$ cat src/sv/frame_beat_grid_convert_defines.svh
// Assertion macros shared by the frame and beat grid converter.
`ifndef FRAME_BEAT_GRID_CONVERT_DEFINES_SVH
`define FRAME_BEAT_GRID_CONVERT_DEFINES_SVH

// Checks that the consequent holds in the same cycle as the antecedent.
`define FBGC_ASSERT_SAME(lbl, ante, cons, msg) \
  lbl: assert property (@(posedge clk) disable iff (!rst_n) (ante) |-> (cons)) \
    else $error(msg);

// Checks that the consequent holds in the cycle after the antecedent.
`define FBGC_ASSERT_NEXT(lbl, ante, cons, msg) \
  lbl: assert property (@(posedge clk) disable iff (!rst_n) (ante) |=> (cons)) \
    else $error(msg);

`endif

$ cat src/sv/fbgc_pkg.sv
// Shared widths, register indexes and stage types of the frame and beat grid converter.
package fbgc_pkg;

  localparam int FRAME_W  = 31;
  localparam int BEAT_W   = 32;
  localparam int RES_W    = 64;
  localparam int RATIO_W  = 40;
  localparam int MAG_W    = 32;
  localparam int HALF_W   = RATIO_W / 2;
  localparam int PP_W     = MAG_W + HALF_W;
  localparam int NUM_W    = 72;
  localparam int REM_W    = RATIO_W;
  localparam int CFG_DW   = 64;
  localparam int CFG_AW   = 5;
  localparam int IDX_W    = 2;

  localparam logic [IDX_W-1:0] REG_ORIGIN = 2'd0;
  localparam logic [IDX_W-1:0] REG_NUM    = 2'd1;
  localparam logic [IDX_W-1:0] REG_DEN    = 2'd2;

  localparam logic [RES_W-1:0] BEAT_MAX = {1'b0, {(RES_W-1){1'b1}}};

  typedef struct packed {
    logic kind;
    logic neg;
  } tag_t;

  typedef struct packed {
    logic             valid;
    tag_t             tag;
    logic [REM_W-1:0] rem;
    logic [NUM_W-1:0] nq;
  } link_t;

endpackage

$ cat src/sv/fbgc_back.sv
// Result formatting and output register: saturation, sign handling and origin offset.
module fbgc_back (
  input  logic                         clk,
  input  logic                         rst_n,
  input  fbgc_pkg::link_t              up,
  input  logic [fbgc_pkg::FRAME_W-1:0] origin,
  input  logic [fbgc_pkg::RATIO_W-1:0] num,
  input  logic [fbgc_pkg::RATIO_W-1:0] den,
  input  logic                         out_ready,
  output logic                         adv,
  output logic                         out_valid,
  output logic [fbgc_pkg::RES_W-1:0]   out_value,
  output logic                         out_invalid
);
  import fbgc_pkg::*;

  logic              valid_r, valid_nxt;
  logic [RES_W-1:0]  value_r, value_nxt;
  logic              inv_r, inv_nxt;
  logic              sat;
  logic [RES_W-1:0]  beats, fval, bval;
  logic [BEAT_W-1:0] low, fsum;

  assign adv       = !valid_r || out_ready;
  assign valid_nxt = adv ? up.valid : valid_r;

  always_comb begin
    sat       = |up.nq[NUM_W-1:RES_W-1];
    beats     = sat ? BEAT_MAX : up.nq[RES_W-1:0];
    fval      = up.tag.neg ? ~beats : beats;
    low       = up.tag.neg ? (BEAT_W'(0) - up.nq[BEAT_W-1:0]) : up.nq[BEAT_W-1:0];
    fsum      = low + {origin[FRAME_W-1], origin};
    bval      = {{(RES_W-BEAT_W){fsum[BEAT_W-1]}}, fsum};
    inv_nxt   = (num == '0) || (den == '0);
    value_nxt = inv_nxt ? '0 : (up.tag.kind ? bval : fval);
  end

  always_ff @(posedge clk) begin
    if (!rst_n) begin
      valid_r <= 1'b0;
    end else begin
      valid_r <= valid_nxt;
    end
  end

  always_ff @(posedge clk) begin
    if (adv) begin
      value_r <= value_nxt;
      inv_r   <= inv_nxt;
    end
  end

  assign out_valid   = valid_r;
  assign out_value   = value_r;
  assign out_invalid = inv_r;
endmodule

$ cat config.mk
export PLATFORM = sky130hd
export DESIGN_NAME = fbgc_back
export DESIGN_NICKNAME = d
export VERILOG_FILES = /design/src/sv/frame_beat_grid_convert_defines.svh /design/src/sv/fbgc_pkg.sv /design/src/sv/fbgc_back.sv
export SDC_FILE = /design/constraint.sdc
export NUM_CORES = 1
export LEC_CHECK = 0
export BUFFER_PORTS_ARGS = -buffer_cell sky130_fd_sc_hd__buf_2
export CORE_MARGIN = 5
export CORE_UTILIZATION = 50
export CTS_BUF_LIST = sky130_fd_sc_hd__clkbuf_8
export DETAILED_ROUTE_END_ITERATION = 16
export PLACE_DENSITY = 0.95
export SETUP_SLACK_MARGIN = 0.3
export SYNTH_ARGS = -nofsm -noshare
export SYNTH_HDL_FRONTEND = slang
export SYNTH_SLANG_ARGS = --single-unit
$ cat constraint.sdc
create_clock -name clk -period 9.2 [get_ports clk]
set_input_delay 0 -clock clk [delete_from_list [all_inputs] [get_ports clk]]
set_output_delay 0 -clock clk [all_outputs]
set_load 0.05 [all_outputs]
== Word level (Yosys, flattened, before mapping) ==
Index checks and enable logic that the tools add are counted.
Operators by class
  add/subtract/negate cells: 2
  mux-type cells: 4
  bitwise gates (word level): 1
  reductions and logical operators: 6
Operators by type and width (count)
  two-way mux 64 bit: 3
  zero test 40 bit: 2
  inverter 64 bit: 1
  adder 32 bit: 1
  two-way mux 32 bit: 1
  subtractor 1 x 32 -> 32 bit (first input constant): 1
  OR reduction 9 bit: 1
  logical OR 1 bit: 2
  zero test 1 bit: 1
Word-level totals
  flip-flop bits (word level): 66
  input bits: 229
  output and inout port bits: 67
  word-level logic and storage cells: 16

== Logic depth before layout (Yosys ltp) ==
  depth after elaboration: 5
  mapped depth: 18

== Least setup slack after synthesis ==
Ideal clock, no wire load.
  kind: input port to flip-flop
  start point: input port up[5] (netlist bit)
  end point: register value_r[40], in the netlist out_value[40], data pin
  library setup time: 0.276 ns
  data arrival time: 3.603 ns
  setup slack: 5.321 ns
  stages on the path: 15
  path through: or4_4 > or2_2 > or3_1 > nand2b_1 > o21ai_1 > nand2_1 > xor2_1 > ha_1 > nand4_1 > nor3_1 > a21oi_1 > a211oi_2 > mux2i_4 > buf_6 > o211ai_2
Between the ends
  cells in the longest elaborated chain, start to end: 4
RTL lines
  start: declaration: line fbgc_back.sv:5  | input fbgc_pkg::link_t up,
  subtractor 1 x 32 -> 32 bit: line fbgc_back.sv:31  | low = up.tag.neg ? (BEAT_W'(0) - up.nq[BEAT_W-1:0]) : up.nq[BEAT_W-1:0];
  two-way mux 32 bit (*): line fbgc_back.sv:31
  adder 32 bit (*): line fbgc_back.sv:32  | fsum = low + {origin[FRAME_W-1], origin};
  two-way mux 64 bit (*): line fbgc_back.sv:35  | value_nxt = inv_nxt ? '0 : (up.tag.kind ? bval : fval);
  end signal: assignment: line fbgc_back.sv:48  | value_r <= value_nxt;
  end: declaration: line fbgc_back.sv:18  | logic [RES_W-1:0] value_r, value_nxt;
Mark *: on every way between the ends. The rest lies on a longest branch, timed or not.
A chain may end at the register's enable or synchronous reset.

== Worst setup path in the final report ==
  start point: input port up[5] (netlist bit)
  end point: register value_r[44], in the netlist out_value[44], data pin
The elaborated chain is that of the path after synthesis.

==> impl_metrics.py <==
metrics = {
    "worst_setup_path": {
        "crit_arrival_ns": 4.62,
        "start_kind": "input port",
        "crit_fanout": 33,
        "endpoint_kind": "flip-flop",
        "worstPathRequired_ns": 9.25,
        "timing_worst_setup_path_type": "input port to flip-flop",
    },
    "floorplan": {
        "fp-row-count": 41,
        "initial_core_util_pct": 50.5,
        "core_sq_um": 12500,
        "dieArea_sq_um": 14900,
        "dieWidth_um": 122,
        "top_level_ports": 296,
        "die_y_um": 122,
    },
    "routing": {
        "ant_nets": 0,
        "routedWlPerCell_um": 17.3,
        "wl_um": 18900,
        "drt_iter0_markers": 579,
        "viasPerCell": 5.82,
        "drt-pass1-iter-count": 5,
        "via_count": 6376,
        "drc": 0,
    },
    "yosys": {
        "synthFlopType": "edfxtp_1",
        "synth.area.mux_share_pct": 0.516,
        "yosysWarnings": 0,
        "synth_edf_count": 65,
        "synth_area_per_cell_sq_um": 9.13,
        "ys_seq_area_share_pct": 31.3,
        "synth_fa_ha_area_share_pct": 8.06,
        "synth_top_family_by_area": "compound AO/OA/AOI/OAI gates",
        "synth_compound_gate_area_share_pct": 25.0,
        "synth_nets": 959,
        "synthXorXnorAreaFrac_pct": 14.3,
        "ys_ff_latch": 66,
        "syn-instance-count": 690,
        "yosys.area_share.simple_pct": 16.1,
        "async_flop_share_pct": 0,
        "synth_area_sq_um": 6300,
        "ys_types": 59,
    },
    "timing": {
        "period_minus_slack_ns": 4.57,
        "fmax_mhz": 219,
        "setup_ws_ns": 4.63,
        "tns_ns": 0,
        "final.setup_skew_ns": 0.0138,
        "rsz0062_at_grt": "no",
        "min_period_over_period_pct": 49.7,
        "tightest_slew_ns": 1.10,
        "setup_viol": 0,
        "hold_viol": 0,
        "drv_slew": 0,
        "maxSlewHeadroom_pct": 26.6,
    },
    "clocking": {
        "cts_buffers": 9,
        "cts.sinks": 66,
        "cts_tree": "built",
        "ctsResizeCount": 0,
        "cts-root-buf": "clkbuf_8",
        "insertion_delay_ns": 0.35,
        "path_clk_slew_ns": 0.07,
        "htreeDepth": 3,
        "clock_path_buffers": 2,
    },
    "global_routing": {
        "overflow": 0,
        "grt_first_pass_wirelength_um": 29000,
        "grt_max_degree": 83,
        "track_usage_pct": 24.4,
        "grt_antenna_before_repair": 4,
        "grt_pass1_vias": 6069,
    },
    "layout": {
        "layout.nets": 1183,
        "drive_above_1_share_pct": 35.4,
        "syn_to_final_growth_pct": 24.6,
    },
    "placement": {
        "port_buffers": 255,
        "place_congestion": 0.942,
        "dp_hpwl_um": 14400,
        "pre_cts_ws_ns": 4.34,
    },
    "pwr": {
        "comb_power_share_pct": 46.5,
        "power_frac_clock_pct": 21.5,
        "power_density_nw_per_um2": 163,
        "vdd_drop_max_v": 0.0000821,
        "p_switching_mw": 0.537,
        "p_leak_nw": 3.50,
        "power_frac_seq_pct": 32.0,
        "power.share.switching_pct": 42.0,
        "internal_power_mw": 0.742,
    },
    "flow_run": {
        "maxCapViolCount": 0,
    },
    "worst_hold_path": {
        "worstHoldPathType": "input port to flip-flop",
    },
    "status": {
        "status": "complete, no violations",
    },
}
[worst paths after layout]
kind	start	endpoint	slack, ns	depth (start not counted)
max reg2reg	out_valid$_SDFFE_PN0P_	out_valid$_SDFFE_PN0P_	7.31	3
min reg2reg	out_valid$_SDFFE_PN0P_	out_value[57]$_SDFFCE_PP0P_	1.22	1
max	up[5]	out_value[44]$_SDFFCE_PP0P_	4.63	16
min	origin[0]	out_value[0]$_SDFFCE_PP0P_	0.1	4
[cell families after synthesis]
group                    after synthesis
AO/OA/AOI/OAI                        218
XOR/XNOR                             103
adder cells (fa/ha/maj)               40
buffers and inverters                 62
flip-flops                            66
multiplexers                           2
AND/OR/NAND/NOR                      199
[layer usage]
metal	GRT usage [%]	part of all wire (%)	up-vias
met5	0	0	-
met4	11.3	4.2	0
met3	4.38	8.7	53
met2	43.6	50	355
met1	28.3	37	2927
li1	-	-	3041
[cells in the final DEF, fill, tap and decap left out, drive strengths merged, types with 4 or more instances in the layout]
cell,synthesis,routed
nor4,24,24
a21o,13,13
buf,10,259
clkbuf,38,9
nor3,9,9
nand2,34,34
o211ai,33,33
a211oi,21,21
edfxtp,65,65
or3,28,28
o31ai,11,11
nand4,11,11
a21oi,53,53
or2,4,4
diode,0,4
inv,14,16
nand3,7,7
nand2b,4,4
nor2,70,70
xor2,59,59
o41ai,5,5
o21a,5,5
ha,39,39
o21bai,7,7
o22ai,11,11
o21ai,43,43
xnor2,44,44
[power by group through the flow]
stage,clock network (mW),logic (mW),registers [mW]
finish,0.275,0.595,0.409
global route,0.294,0.635,0.413
CTS,0.280,0.592,0.409
detailed placement,0,0.588,0.416
global placement,0,0.580,0.414
floorplan,0,0.257,0.600
[worst max-delay path, cell delays in order]
cell and delay, ns:
buf_2 0.14, or4_4 0.58, or2_2 0.32, or3_1 0.39, nand2b_1 0.25, o21ai_1 0.41, nand2_1 0.12, xor2_1 0.18
ha_1 0.35, a21o_1 0.18, a21o_1 0.19, a21oi_1 0.30, o22ai_1 0.14, nor2_1 0.13, or3_2 0.73, o211ai_2 0.19
[synthesized netlist by cell type (2+ instances only)]
cell	count	area share (%)
o21ai_1	2	0.16
o211ai_2	30	6.0
nor3_1	9	0.71
buf_8	3	0.71
a31oi_1	3	0.30
o22ai_1	11	1.1
xnor2_1	44	6.1
o21a_1	5	0.60
nand3_1	6	0.48
nor2_1	70	4.2
nand4_1	11	1.1
xor2_1	59	8.2
or3_1	28	2.8
clkbuf_1	38	2.3
a21oi_1	53	4.2
buf_6	4	0.71
o41ai_1	5	0.69
inv_1	14	0.83
nand2_1	33	2.0
edfxtp_1	65	31
a211oi_1	20	2.4
a21o_1	13	1.5
o31ai_1	10	1.2
buf_1	3	0.18
or2_2	4	0.40
and3_1	2	0.20
o21ai_0	41	3.3
nor4_4	2	0.68
nand2b_1	4	0.40
o21bai_1	7	0.83
o211ai_1	3	0.36
a21boi_0	2	0.24
ha_1	39	7.7
nor4_1	22	2.2
[sequential cells by signal (all words and copies together) (netlist names)]
signal,cells
out_value,64
out_invalid,1
out_valid,1
[what timing repair did]
item,in CTS,in global routing
setup buffers,0,0
hold buffers,2,0
endpoints found under the hold margin,1,0
[stage by stage]
step                      power (mW)  hold slack (ns)  instances  util (%)  area, sq um
after CTS                       1.28           0.0659       1091      62.9         7840
final                           1.28           0.0951       1095      63.0         7850
after detailed placement        1.00            0.253       1073      60.9         7600
after global placement         0.994            0.247       1073      60.9         7600
after global routing            1.34            0.114       1095      63.0         7850
after floorplan                0.857            0.139        690         -         6300
[layout make-up]
| class | instances | area [sq um] |
|---|---|---|
| inverter | 14 | 52.6 |
| sequential | 66 | 1970 |
| antenna | 4 | 10.0 |
| timing repair buffer | 261 | 1330 |
| clock buffer | 9 | 124 |
| multi-input combinational | 562 | 4050 |
| tap | 172 | 215 |
| fill | 1021 | 4620 |
| clock inverter | 7 | 100 |
Power figures use the tool's default switching activity.
