## config.mk

```make
export PLATFORM = sky130hd
export DESIGN_NAME = fbgc_div_cell
export DESIGN_NICKNAME = d
export VERILOG_FILES = /design/src/sv/frame_beat_grid_convert_defines.svh /design/src/sv/fbgc_pkg.sv /design/src/sv/fbgc_div_cell.sv
export SDC_FILE = /design/constraint.sdc
export NUM_CORES = 1
export LEC_CHECK = 0
export BUFFER_PORTS_ARGS = -buffer_cell sky130_fd_sc_hd__buf_2
export CAP_MARGIN = 25
export CORE_ASPECT_RATIO = 0.6
export CORE_MARGIN = 2
export CORE_UTILIZATION = 47
export DETAILED_ROUTE_END_ITERATION = 10
export GPL_ROUTABILITY_DRIVEN = 0
export PLACE_DENSITY = 0.8
export SLEW_MARGIN = 15
export SYNTH_ARGS = -nofsm -noshare
export SYNTH_HDL_FRONTEND = slang
export SYNTH_SLANG_ARGS = --single-unit
```

## constraint.sdc

```tcl
create_clock -name clk -period 6.5 [get_ports clk]
set_input_delay 1.625 -clock clk [delete_from_list [all_inputs] [get_ports clk]]
set_output_delay 1.625 -clock clk [all_outputs]
set_load 0.01 [all_outputs]
```

## src/sv/frame_beat_grid_convert_defines.svh

```systemverilog
// Assertion macros shared by the frame and beat grid converter.
`ifndef FRAME_BEAT_GRID_CONVERT_DEFINES_SVH
`define FRAME_BEAT_GRID_CONVERT_DEFINES_SVH

// Checks that the consequent holds in the same cycle as the antecedent.
`define FBGC_ASSERT_SAME(lbl, ante, cons, msg) \
  lbl: assert property (@(posedge clk) disable iff (!rst_n) (ante) |-> (cons)) \
    else $error(msg);

// Checks that the consequent holds in the cycle after the antecedent.
`define FBGC_ASSERT_NEXT(lbl, ante, cons, msg) \
  lbl: assert property (@(posedge clk) disable iff (!rst_n) (ante) |=> (cons)) \
    else $error(msg);

`endif

```

## src/sv/fbgc_pkg.sv

```systemverilog
// Shared widths, register indexes and stage types of the frame and beat grid converter.
package fbgc_pkg;

  localparam int FRAME_W  = 31;
  localparam int BEAT_W   = 32;
  localparam int RES_W    = 64;
  localparam int RATIO_W  = 40;
  localparam int MAG_W    = 32;
  localparam int HALF_W   = RATIO_W / 2;
  localparam int PP_W     = MAG_W + HALF_W;
  localparam int NUM_W    = 72;
  localparam int REM_W    = RATIO_W;
  localparam int CFG_DW   = 64;
  localparam int CFG_AW   = 5;
  localparam int IDX_W    = 2;

  localparam logic [IDX_W-1:0] REG_ORIGIN = 2'd0;
  localparam logic [IDX_W-1:0] REG_NUM    = 2'd1;
  localparam logic [IDX_W-1:0] REG_DEN    = 2'd2;

  localparam logic [RES_W-1:0] BEAT_MAX = {1'b0, {(RES_W-1){1'b1}}};

  typedef struct packed {
    logic kind;
    logic neg;
  } tag_t;

  typedef struct packed {
    logic             valid;
    tag_t             tag;
    logic [REM_W-1:0] rem;
    logic [NUM_W-1:0] nq;
  } link_t;

endpackage

```

## src/sv/fbgc_div_cell.sv

```systemverilog
// One restoring division cell that settles one quotient bit and passes it on.
module fbgc_div_cell (
  input  logic                         clk,
  input  logic                         rst_n,
  input  logic                         adv,
  input  fbgc_pkg::link_t              up,
  output logic                         take,
  input  logic                         dn_take,
  input  logic [fbgc_pkg::RATIO_W-1:0] num,
  input  logic [fbgc_pkg::RATIO_W-1:0] den,
  output fbgc_pkg::link_t              dn
);
  import fbgc_pkg::*;

  logic               valid_r, valid_nxt;
  tag_t               tag_r;
  logic [REM_W-1:0]   rem_r, rem_nxt;
  logic [NUM_W-1:0]   nq_r, nq_nxt;
  logic [RATIO_W-1:0] divisor;
  logic [REM_W:0]     trial, diff;
  logic               ge;

  assign take      = adv || !valid_r;
  assign valid_nxt = take ? up.valid : (dn_take ? 1'b0 : valid_r);

  always_comb begin
    divisor = up.tag.kind ? den : num;
    trial   = {up.rem, up.nq[NUM_W-1]};
    diff    = trial - {1'b0, divisor};
    ge      = trial >= {1'b0, divisor};
    rem_nxt = ge ? diff[REM_W-1:0] : trial[REM_W-1:0];
    nq_nxt  = {up.nq[NUM_W-2:0], ge};
  end

  always_ff @(posedge clk) begin
    if (!rst_n) begin
      valid_r <= 1'b0;
    end else begin
      valid_r <= valid_nxt;
    end
  end

  always_ff @(posedge clk) begin
    if (take) begin
      tag_r <= up.tag;
      rem_r <= rem_nxt;
      nq_r  <= nq_nxt;
    end
  end

  assign dn.valid = valid_r;
  assign dn.tag   = tag_r;
  assign dn.rem   = rem_r;
  assign dn.nq    = nq_r;
endmodule

```

After elaboration in Yosys (flattened, before gate mapping)

Cells that the tools add are included.

Register bits after elaboration: 115
Input bits: 199
Output and inout bits: 116

Add/subtract/negate cells: 1
Order comparisons: 1
Mux-type cells: 4
Reductions and logical operators: 3

Operator list:

| operator                                                       | number |
|---|---|
| 40-bit 2-to-1 mux                                              | 2 |
| 41-bit by 40-bit greater-or-equal comparator with 1-bit output | 1 |
| 40-bit subtractor                                              | 1 |
| 1-bit 2-to-1 mux                                               | 2 |
| 2-bit nonzero test                                             | 1 |
| 1-bit logical NOT                                              | 1 |
| 1-bit logical OR                                               | 1 |

Depth between registers and ports, before layout

Depth in word-level cells: 3
Gate-level depth with buffers: 17
Depth with buffers taken out: 13

Worst setup path before layout

Ideal clock, no wire load.

Path kind: input port to output port
From: input adv
To: output take
Arrival: 4.481 ns
Required time: 4.875 ns
Slack: 0.394 ns
Cell stages on the path: 1
Cells stage by stage: nand2b_1

Cells in the longest elaborated chain, start to end: 1

RTL lines:

| element          | RTL line            | RTL |
|---|---|---|
| start, declared  | fbgc_div_cell.sv:5  | `input logic adv,` |
| 1-bit logical OR | fbgc_div_cell.sv:23 | `assign take = adv \|\| !valid_r;` |
| end, declared    | fbgc_div_cell.sv:7  | `output logic take,` |

No other way between the ends.

Final worst setup path

From: input up[113] (netlist name)
To: register rem_r[35] (data pin)

Cells in the longest elaborated chain, start to end: 3
Elaborated cells on any way between the ends: 4
Those cells by class: 1 x add/sub; 1 x order compare; 2 x mux

RTL lines:

| element                                                                                                    | RTL line                                 | RTL |
|---|---|---|
| start, declared                                                                                            | fbgc_div_cell.sv:6                       | `input fbgc_pkg::link_t up,` |
| 40-bit 2-to-1 mux *                                                                                        | fbgc_div_cell.sv:27                      | `divisor = up.tag.kind ? den : num;` |
| 40-bit subtractor / 41-bit by 40-bit greater-or-equal comparator with 1-bit output (equally long branches) | fbgc_div_cell.sv:29, fbgc_div_cell.sv:30 |  |
| 40-bit 2-to-1 mux *                                                                                        | fbgc_div_cell.sv:31                      | `rem_nxt = ge ? diff[REM_W-1:0] : trial[REM_W-1:0];` |
| named net rem_nxt[35]                                                                                      | fbgc_div_cell.sv:17                      | `logic [REM_W-1:0] rem_r, rem_nxt;` |
| end signal, assigned                                                                                       | fbgc_div_cell.sv:46                      | `rem_r <= rem_nxt;` |
| end, declared                                                                                              | fbgc_div_cell.sv:17                      |  |

The timed path passes the listed nets; every way through them passes the cells marked *.
A chain may end at the register's enable or synchronous reset.

==> key figures <==
STA
  • Final min period: 5.50 ns
  • Tcrit/Tclk final: 84.6%
  • Clock Skew: 0.00816 ns
  • Worst slew pin tran: 1.03 ns
  • Total Neg Setup Slack: 0 ns
  • Fmax: 0.182 GHz
  • Unrepaired setup endpoints after global routing: no
  • Slew margin rel.: 31.2%
  • Fin. max-slew vios: 0
  • Hold Violations, Final: 0
  • Final setup fails: 0
  • Smallest setup slack after layout: 1.00 ns

Critical path
  • CP startpoint: up[113]
  • Crit-path most repeated cell: nor2_1
  • Reg2reg setup slack: 4.34 ns
  • Buf+Inv Stages, Crit Path: 2
  • Critical-path top delay cell: a221oi_4
  • Crit end category: flop
  • Worst EP required: 6.65 ns
  • Sequence of cells on the critical path: buf_2 > mux2i_1 > ha_1 > nand3_1 > a21boi_0 > nor2_1 > a21oi_1 > nor2_1 > o21ai_2 > a32oi_1 > a221oi_4 > buf_4 > mux2_2
  • Critical path class: in2reg
  • Crit-path max cell delay: 0.68 ns
  • Reg2reg path depth: 4
  • Critical Path Stages: 13
  • Crit start category: primary input
  • Worst r2r src: valid_r$_SDFFE_PN0P_
  • CP Max Fanout: 23
  • Critical path data arrival time: 5.65 ns
  • Critical R2R Capture: valid_r$_SDFFE_PN0P_
  • CP top delay family: compound AO/OA/AOI/OAI gates

Placed design
  • Dpl cells: 1,044
  • Pre-CTS WS: 0.608 ns
  • Dpl hpwl: 14.8 mm
  • IO buf count: 314

Drt
  • Initial drt markers: 427
  • DR DRC count: 0
  • 1st-pass router iterations: 6
  • WL final: 18.7 mm
  • Post-DR vias/cell: 5.22
  • WL/cell: 17.4 um
  • Routed length on met2: 8.67 mm
  • Antenna viol nets, final: 0
  • Vias post-DR: 5,613
  • Top sig layer: met4
  • Met1 Routed Length: 8.05 mm
  • Wire length on met3: 1.83 mm

Clock network
  • H-tree levels: 4
  • Reg clk slew, reported paths: 0.06 ns
  • CTS tree: built
  • Clock Path Buffers: 2
  • CTS Hold Bufs: 0
  • Clock root cell: clkbuf_16
  • Worst-skew pair later-pin latency: 0.40 ns
  • Post-CTS sizing: 0
  • Clock sinks: 115
  • CTS Buf Count: 17
  • Setup Buffers After CTS: 0

Synthesis
  • Yosys warns: 0
  • Compound-Gate Fraction of Synth Area: 14.5%
  • Simple logic cell fraction of the synthesized area: 8.78%
  • Post-synthesis cell area: 6570 um^2
  • #FFs+latches synth: 115
  • Mux share of post-synthesis cell area: 8.51%
  • Gate Count Post-Synth: 551
  • Count of different cell masters after synthesis: 56
  • Largest family of logic cells by synthesized area: compound AO/OA/AOI/OAI gates
  • FFs w/ async S/R, synth: 0%
  • Avg Cell Area, Syn: 11.9 um^2
  • Main synth FF type: edfxtp_1
  • Post-synth EDFFs: 114
  • Post-synthesis xor/xnor area fraction: 4.80%
  • Post-synthesis adder-cell area fraction: 8.11%
  • Seq/Total Area, Yosys: 52.4%
  • Syn nets: 792

Cells and area
  • Multi-input logic area: 2960 um^2
  • Share of cells above drive strength 1: 43.0%
  • Most frequent cells in the layout: buf_2 (314), edfxtp_1 (114), a21oi_1 (54), nor2_1 (46), ha_1 (41)
  • Finished Layout Cells: 1,075
  • Commonest non-fill, non-tap cell in the layout: buf_2
  • Fill cells: 1,102
  • Area grow syn2layout: 36.5%
  • Final nets: 1,112
  • Register area: 3440 um^2
  • Ant diodes: 0

Hold path
  • Hold path start: valid_r$_SDFFE_PN0P_
  • Hold Crit Class: reg2reg
  • Cell count of the worst hold path: 1
  • Hold path endpoint: nq_r[35]$_DFFE_PN_

Floorplanning
  • Die ar.: 15,000 um^2
  • Initial Util: 48.1%
  • Die W: 157 um
  • Core Area: 13,700 um^2
  • Die Ht: 95.6 um
  • Rows: 33
  • I/O pin total: 315

Global routing
  • Largest net degree at the start of global routing: 80
  • Global route overflow: 0
  • Vias in the first global route: 5,031
  • Total GRT Usage: 23.6%
  • Antenna violations before repair: 0
  • First-pass GRT wire length: 26.3 mm

Power and ir drop
  • Int Power: 0.00184 W
  • Gate power share: 25.6%
  • Clock Power Share: 37.2%
  • Switching power: 0.000756 W
  • Peak supply drop: 231 uV
  • Reg power frac: 37.3%
  • PwrDens: 289 nW/um^2
  • Leak: 4.11 nW
  • Sw frac: 29.1%

Job
  • Max Cap Viol: 0

Run status
  • Status: complete, no violations
[final cells by class]
cell class              instances  share of cell area (%)
inverters                      15                   0.628
clock buffers                  17                    4.74
repair buffers                323                    18.6
clock inverters                14                    2.02
flip-flops and latches        115                    38.4
well taps                     192                    2.68
multi-input cells             399                    33.0
[cell usage after synthesis (all sizes together), types with 3 or more instances]
cell | n | area share (%)
clkbuf | 8 | 0.46
nor2 | 46 | 2.6
nand3 | 9 | 0.69
a21o | 14 | 1.6
ha | 41 | 7.8
and3 | 7 | 0.67
nand2b | 5 | 0.48
o21a | 8 | 0.91
xor2 | 7 | 0.93
nand2 | 25 | 1.4
nor2b | 5 | 0.48
inv | 15 | 0.86
nand4 | 10 | 0.95
a32oi | 3 | 0.40
buf | 14 | 1.6
a21oi | 66 | 5.7
o21ai | 21 | 1.7
o31a | 4 | 0.53
nor3 | 4 | 0.30
o21bai | 7 | 0.80
a2111oi | 3 | 0.40
xnor2 | 29 | 3.9
edfxtp | 114 | 52
mux2i | 39 | 5.9
mux2 | 15 | 2.6
[cells by family (layout without fill, tap and decap cells)]
| kind of cell | count (synthesis) | after routing |
|---|---|---|
| AO/OA/AOI/OAI | 145 | 145 |
| AND/OR/NAND/NOR | 122 | 122 |
| flip-flops | 115 | 115 |
| multiplexers | 54 | 54 |
| adder cells (fa/ha/maj) | 42 | 42 |
| buffers and inverters | 37 | 369 |
| XOR/XNOR | 36 | 36 |
[how the worst max path moves through the flow]
stage,to,slack (ns)
floorplan,take,0.39
CTS,rem_r[35]$_DFFE_PN_,1.02
global route,rem_r[35]$_DFFE_PN_,0.73
detailed placement,rem_r[36]$_DFFE_PN_,0.61
finish,rem_r[35]$_DFFE_PN_,1.00
global placement,rem_r[36]$_DFFE_PN_,0.71
[metrics by stage]
step | instance area (um^2) | hold WS (ns) | util (%) | power (W)
after detailed placement | 8360 | 1.01 | 61.2 | 0.00164
after CTS | 8970 | 1.03 | 65.6 | 0.00261
after floorplan | 6570 | 1.72 | - | 0.00139
after global placement | 8360 | 0.968 | 61.2 | 0.00163
after global routing | 8970 | 1.07 | 65.6 | 0.00271
final | 8970 | 1.01 | 65.6 | 0.00259
[routing by layer]
layer  vias up  GRT usage (%)
li1       2733              -
met4         0           4.59
met1      2569           33.0
met3        10           6.27
met5         -              0
met2       301           37.2
[power groups by stage]
stage	logic, W	registers, W	clock network [W]
final	0.000663	0.000967	0.000964
after floorplan	0.000355	0.00104	0
after global routing	0.000725	0.000977	0.00101
after detailed placement	0.000658	0.000981	0
after global placement	0.000652	0.000979	0
after CTS	0.000663	0.000968	0.000980
[registers in the layout, indices dropped and copies added, names as in the netlist]
signal and cells:
rem_r 40, nq_r 72, valid_r 1, dn 2
Note: power is estimated with default switching activity, not from simulation.
