**src/sv/frame_beat_grid_convert_defines.svh**
```systemverilog
// Assertion macros shared by the frame and beat grid converter.
`ifndef FRAME_BEAT_GRID_CONVERT_DEFINES_SVH
`define FRAME_BEAT_GRID_CONVERT_DEFINES_SVH

// Checks that the consequent holds in the same cycle as the antecedent.
`define FBGC_ASSERT_SAME(lbl, ante, cons, msg) \
  lbl: assert property (@(posedge clk) disable iff (!rst_n) (ante) |-> (cons)) \
    else $error(msg);

// Checks that the consequent holds in the cycle after the antecedent.
`define FBGC_ASSERT_NEXT(lbl, ante, cons, msg) \
  lbl: assert property (@(posedge clk) disable iff (!rst_n) (ante) |=> (cons)) \
    else $error(msg);

`endif

```
**src/sv/fbgc_pkg.sv**
```systemverilog
// Shared widths, register indexes and stage types of the frame and beat grid converter.
package fbgc_pkg;

  localparam int FRAME_W  = 31;
  localparam int BEAT_W   = 32;
  localparam int RES_W    = 64;
  localparam int RATIO_W  = 40;
  localparam int MAG_W    = 32;
  localparam int HALF_W   = RATIO_W / 2;
  localparam int PP_W     = MAG_W + HALF_W;
  localparam int NUM_W    = 72;
  localparam int REM_W    = RATIO_W;
  localparam int CFG_DW   = 64;
  localparam int CFG_AW   = 5;
  localparam int IDX_W    = 2;

  localparam logic [IDX_W-1:0] REG_ORIGIN = 2'd0;
  localparam logic [IDX_W-1:0] REG_NUM    = 2'd1;
  localparam logic [IDX_W-1:0] REG_DEN    = 2'd2;

  localparam logic [RES_W-1:0] BEAT_MAX = {1'b0, {(RES_W-1){1'b1}}};

  typedef struct packed {
    logic kind;
    logic neg;
  } tag_t;

  typedef struct packed {
    logic             valid;
    tag_t             tag;
    logic [REM_W-1:0] rem;
    logic [NUM_W-1:0] nq;
  } link_t;

endpackage

```
**src/sv/fbgc_front.sv**
```systemverilog
// Operand stage and split multiplier that build the dividend for the divider chain.
module fbgc_front (
  input  logic                          clk,
  input  logic                          rst_n,
  input  logic                          adv,
  input  logic                          up_valid,
  output logic                          up_take,
  input  logic                          kind,
  input  logic [fbgc_pkg::FRAME_W-1:0]  frame_pos,
  input  logic [fbgc_pkg::BEAT_W-1:0]   beat_index,
  input  logic [fbgc_pkg::FRAME_W-1:0]  origin,
  input  logic [fbgc_pkg::RATIO_W-1:0]  num,
  input  logic [fbgc_pkg::RATIO_W-1:0]  den,
  input  logic                          dn_take,
  output fbgc_pkg::link_t               dn
);
  import fbgc_pkg::*;

  logic                 va_r, va_nxt, vb_r, vb_nxt, vc_r, vc_nxt;
  logic                 take_a, take_b, take_c;
  tag_t                 tag_a_r, tag_a_nxt, tag_b_r, tag_c_r;
  logic [MAG_W-1:0]     mag_a_r, mag_a_nxt;
  logic [PP_W-1:0]      plo_b_r, plo_b_nxt, phi_b_r, phi_b_nxt;
  logic [NUM_W-1:0]     numer_c_r, numer_c_nxt;
  logic [MAG_W-1:0]     offset;
  logic [RATIO_W-1:0]   mulop;
  logic [NUM_W-1:0]     addend;

  assign take_a  = adv || !va_r;
  assign take_b  = adv || !vb_r;
  assign take_c  = adv || !vc_r;
  assign up_take = take_a;

  assign va_nxt = take_a ? up_valid : (take_b ? 1'b0 : va_r);
  assign vb_nxt = take_b ? va_r : (take_c ? 1'b0 : vb_r);
  assign vc_nxt = take_c ? vb_r : (dn_take ? 1'b0 : vc_r);

  always_comb begin
    offset = {frame_pos[FRAME_W-1], frame_pos} - {origin[FRAME_W-1], origin};
    tag_a_nxt.kind = kind;
    if (kind) begin
      tag_a_nxt.neg = beat_index[BEAT_W-1];
      mag_a_nxt = tag_a_nxt.neg ? (MAG_W'(0) - beat_index) : beat_index;
    end else begin
      tag_a_nxt.neg = offset[MAG_W-1];
      mag_a_nxt = tag_a_nxt.neg ? ~offset : offset;
    end
  end

  always_comb begin
    mulop     = tag_a_r.kind ? num : den;
    plo_b_nxt = mag_a_r * mulop[HALF_W-1:0];
    phi_b_nxt = mag_a_r * mulop[RATIO_W-1:HALF_W];
  end

  always_comb begin
    addend      = tag_b_r.kind ? NUM_W'(den - RATIO_W'(1)) : '0;
    numer_c_nxt = NUM_W'(plo_b_r) + {phi_b_r, {HALF_W{1'b0}}} + addend;
  end

  always_ff @(posedge clk) begin
    if (!rst_n) begin
      va_r <= 1'b0;
      vb_r <= 1'b0;
      vc_r <= 1'b0;
    end else begin
      va_r <= va_nxt;
      vb_r <= vb_nxt;
      vc_r <= vc_nxt;
    end
  end

  always_ff @(posedge clk) begin
    if (take_a) begin
      tag_a_r <= tag_a_nxt;
      mag_a_r <= mag_a_nxt;
    end
    if (take_b) begin
      tag_b_r <= tag_a_r;
      plo_b_r <= plo_b_nxt;
      phi_b_r <= phi_b_nxt;
    end
    if (take_c) begin
      tag_c_r   <= tag_b_r;
      numer_c_r <= numer_c_nxt;
    end
  end

  assign dn.valid = vc_r;
  assign dn.tag   = tag_c_r;
  assign dn.rem   = '0;
  assign dn.nq    = numer_c_r;
endmodule

```
**config.mk**
```make
export PLATFORM = sky130hd
export DESIGN_NAME = fbgc_front
export DESIGN_NICKNAME = d
export VERILOG_FILES = /design/src/sv/frame_beat_grid_convert_defines.svh /design/src/sv/fbgc_pkg.sv /design/src/sv/fbgc_front.sv
export SDC_FILE = /design/constraint.sdc
export NUM_CORES = 2
export LEC_CHECK = 0
export ABC_AREA = 0
export BUFFER_PORTS_ARGS = -buffer_cell sky130_fd_sc_hd__buf_2
export CORE_UTILIZATION = 30
export DETAILED_ROUTE_END_ITERATION = 7
export PLACE_DENSITY_LB_ADDON = 0.12
export SLEW_MARGIN = 20
export SYNTH_ARGS = -nofsm -noshare
export SYNTH_HDL_FRONTEND = slang
export SYNTH_SLANG_ARGS = --single-unit
export TNS_END_PERCENT = 50
```
**constraint.sdc**
```tcl
create_clock -name clk -period 10.6 [get_ports clk]
set_clock_uncertainty 0.05 [all_clocks]
set_input_delay 1.59 -clock clk [delete_from_list [all_inputs] [get_ports clk]]
set_output_delay 1.59 -clock clk [all_outputs]
set_load 0.05 [all_outputs]
```
After elaboration in Yosys (flattened, before gate mapping)

Cells that the tools add are included.

Register bits after elaboration: 217
Input bits: 180
Output and inout port bits: 116
Logic and storage cells: 42

Add/subtract/negate cells: 5
$mul: 2
Muxes and demuxes: 12
Bitwise logic cells: 1
Reductions and logical operators: 9

Operators with widths:

| cell                  | number |
|---|---|
| $mul 32x20->52        | 2 |
| $mux 32               | 3 |
| $add 52x72->72        | 1 |
| $add 72x72->72        | 1 |
| $mux 72               | 1 |
| $sub 40x1->41 const B | 1 |
| $mux 40               | 1 |
| $not 32->32           | 1 |
| $sub 1x32->32 const A | 1 |
| $sub 31x31->32        | 1 |
| $mux 1                | 7 |
| $reduce_bool 2->1     | 3 |
| $logic_not 1->1       | 3 |
| $logic_or 1x1->1      | 3 |

Depth between registers and ports, before layout

Word-level depth: 4
Mapped depth: 31
Depth with buffers taken out: 27

Worst setup path before layout

No wires, ideal clock.

Path kind: input to register
From: input port num[22] (netlist bit)
To: register phi_b_r[44] (data pin)
Library setup time: 0.265 ns
Data arrival time: 8.278 ns
Required time: 10.285 ns
Slack: 2.007 ns
Stages on the path: 25
Path buffers: 1
Cells stage by stage: mux2_2 -> clkbuf_1 -> and2_1 -> fa_1 -> fa_1 -> inv_1 -> fa_1 -> inv_1 -> fa_1 -> inv_1 -> fa_1 -> inv_1 -> fa_1 -> fa_1 -> ha_1 -> and3_1 -> a221o_1 -> a21oi_1 -> a311oi_1 -> o31ai_1 -> nor2_1 -> a41o_1 -> a211o_1 -> a21oi_1 -> xnor2_1

Cells in the longest elaborated chain, start to end: 2

Ends and longest elaborated chain:

| what                    | line             | source |
|---|---|---|
| from (decl)             | fbgc_front.sv:12 | `input logic [fbgc_pkg::RATIO_W-1:0] num,` |
| $mux 40                 | fbgc_front.sv:51 | `mulop = tag_a_r.kind ? num : den;` |
| $mul 32x20->52          | fbgc_front.sv:53 | `phi_b_nxt = mag_a_r * mulop[RATIO_W-1:HALF_W];` |
| named net phi_b_nxt[44] | fbgc_front.sv:23 | `logic [PP_W-1:0] plo_b_r, plo_b_nxt, phi_b_r, phi_b_nxt;` |
| to (signal assigned)    | fbgc_front.sv:81 | `phi_b_r <= phi_b_nxt;` |
| to (decl)               | fbgc_front.sv:23 |  |

The timed path passes the listed nets, and every way through them passes these cells.
A chain may end at the register's enable or synchronous reset.

Final worst setup path

From: input port den[24] (netlist bit)
To: register phi_b_r[37] (data pin)

Cells in the longest elaborated chain, start to end: 2

Ends and longest elaborated chain:

| what                    | line             | source |
|---|---|---|
| from (decl)             | fbgc_front.sv:13 | `input logic [fbgc_pkg::RATIO_W-1:0] den,` |
| $mux 40                 | fbgc_front.sv:51 |  |
| $mul 32x20->52          | fbgc_front.sv:53 |  |
| named net phi_b_nxt[37] | fbgc_front.sv:23 |  |

The timed path passes the listed nets, and every way through them passes these cells.

==> impl_results.md <==
- Die width: 441.2 um
- Placement Cell Area: 0.06160 mm^2
- Max clock buf depth: 3
- Number of flops mapped to enable cells by yosys: 214
- Dpl ws: 0.6819 ns
- Synth area leader: fa_1
- Clk_lat worst skew: 0.62 ns
- Initial antenna violation count: 15
- Worst hold stages: 0
- Syn-to-layout area delta: 8.075%
- Req. time, crit path: 10.92 ns
- CTS Sinks: 217
- Post-synthesis sequential area ratio: 11.21%
- Unique masters post-synth: 86
- Antenna Violating Nets Remaining: 0
- Area contributors post-synth: fa_1 (38%), edfxtp_1 (11%), ha_1 (10%)
- Io pins: 296
- Core area: 0.1910 mm^2
- Number of cells on the critical path: 25
- Commonest non-fill, non-tap cells in the layout: inv_1 (1214), fa_1 (1106), nand2_1 (851)
- Post-CTS Setup Bufs: 0
- Critical path buffers and inverters: 5
- Worst-margin pin slew: 1.136 ns
- Vias in the first global route: 46990
- Setup crit end kind: flop
- Clock transition at the registers of the reported paths: 0.06 ns
- Mapped Cells: 6358
- Max_cap viols: 0
- DR iter-0 viols: 2320
- Register Area: 0.006486 mm^2
- Fill cell count: 20182
- Die area: 0.1947 mm^2
- Rows: 160
- DR vias/cell: 4.828
- CP max FO: 32
- Tot GR Track Use: 20.07%
- Placer Congestion: 0.8601
- Finished Cell Area: 0.06255 mm^2
- Setup WS post-layout: 1.227 ns
- Share of cells above drive strength 1: 7.377%
- H-tree depth: 1
- Synth Area per Inst: 9.103 um^2
- Synthesis warning total: 0
- Multi-input gate area: 0.04539 mm^2
- Worst hold slack: 0.3668 ns
- IO buf count: 255
- Final count of negative-setup-slack endpoints: 0
- DR WL/cell: 21.47 um
- DP HPWL: 152.7 mm
- Clock Root Buffer: clkbuf_16
- Post-Syn Area: 0.05787 mm^2
- CP Launch Type: primary input
- Synth Flop Type: edfxtp_1
- Global-route wire length before repair: 294.8 mm
- Total negative setup slack: 0 ns
- Max-Slew Margin vs Limit: 24.28%
- Starting density of the core: 30.30%
- Fin crit share: 88.42%
- Post-Route WL: 191.7 mm
- CTS tree: yes
- CTS Buf Count: 29
- Final hold violations: 0
- Hold/Removal Path Class: reg -> reg
- # DRC: 0
- Delay-heaviest family, CP: adder cells
- Critical path class: in -> reg
- GR Overflow Total: 0
- R2R cell count: 25
- Worst path max stage delay: 0.64 ns
- # nets final: 8142
- Maximum clock rate: 0.1067 GHz
- Largest net degree at the start of global routing: 61
- Commonest non-fill, non-tap cell in the layout: inv_1
- Post-CTS resize count: 0
- Hold Buf Count CTS: 0
- Worst path arrival time: 9.69 ns
- Min Clock Period, post-route: 9.373 ns
- RSZ-0062 raised after global routing: false
- Vias: 43111
- Critical-path top delay cell: mux2_2
- Synth Register Bits: 217
- Final slew viol count: 0
- Die height: 441.2 um
- Post-synth top area share: 38.26%
- Cell mode on critical path: fa_1
- Ys async rst share: 0%
- DRT Pass-1 Iters: 5
- Status: complete, no violations
==> worst register-to-register path, delay by kind of cell (launching register included) <==
family | cells | cell delay (ns)
adders and majority gates | 8 | 3.74
AOI/OAI and AO/OA | 8 | 2.76
muxes | 1 | 0.88
and+or+nand+nor | 2 | 0.50
DFF | 1 | 0.42
buffers and inverters | 5 | 0.40
xor gates and xnor gates | 1 | 0.11
==> kinds of logic after synthesis <==
logic type      synth area share (%)
buf+inv                        10.69
fa+ha+maj                      48.33
compound gates                 8.142
other cells                 0.006480
mux                           0.9383
xor+xnor                       4.026
flops                          11.21
simple gates                   16.66
==> Yosys cell counts (7+ instances only) <==
master    number
buf_4         42
nor4_1        11
a211o_1        8
ha_1         466
nand2_1      851
nor2_1       121
inv_1       1214
xnor2_1      176
o21ai_0      103
edfxtp_1     214
a211oi_1      17
o21bai_1      29
and4_1        12
a31oi_1       26
a21o_1       124
nand2b_1      35
o21ai_1       45
mux2_2        42
o41ai_1       12
or3_1         20
a221oi_1       8
nand4_1       46
and2_1       631
nor3_1        38
o31ai_1       20
or4_1         10
nor2b_1       24
o211ai_1      17
and3_1        21
fa_1        1106
a21oi_1      220
xor2_1        90
mux2i_1        7
a21boi_0      18
o21a_1        23
nand3_1       57
clkbuf_1     338
==> state kept, by name (all words and copies together) (netlist names), 2 cells and up <==
name / count
plo_b_r: 52
phi_b_r: 52
tag_b_r: 2
numer_c_r: 72
mag_a_r: 32
tag_a_r: 2
dn: 2
==> metrics by stage <==
| stage | utilization, % | std cells |
|---|---|---|
| 2_1_floorplan | - | 6397 |
| 5_1_grt | 32.74 | 8923 |
| 4_1_cts | 32.74 | 8923 |
| 6_report | 32.75 | 8929 |
| 3_5_place_dp | 32.26 | 8870 |
| 3_3_place_gp | 32.26 | 8870 |
==> layout make-up <==
cell class / count / area share (%)
antenna: 6 / 0.02400
clock buffer: 33 / 1.184
clock inverter: 20 / 0.3041
inverter: 1215 / 7.291
multi-input combinational: 4578 / 72.57
sequential: 217 / 10.37
tap: 2511 / 5.023
timing repair buffer: 349 / 3.229
==> path summary, 6_finish.rpt <==
path              slack [ns]  startpoint     endpoint
hold reg to reg         0.37  tag_b_r[0]      dn[112]
setup / recovery        1.23     den[24]  phi_b_r[37]
hold / removal          0.37  tag_b_r[0]      dn[112]
setup reg to reg        1.49  tag_a_r[1]  phi_b_r[37]
==> routing by layer <==
layer | GRT usage (%) | up-vias | routed length [um]
met1 | 27.88 | 22228 | 89330
met2 | 33.99 | 1039 | 89870
met3 | 1.703 | 159 | 8198
met5 | 0 | - | 43
met4 | 4.041 | 8 | 4270
li1 | - | 19677 | -
Power is not shown: default switching activity piles up to over one toggle a cycle in this logic, so the estimate is an artifact.
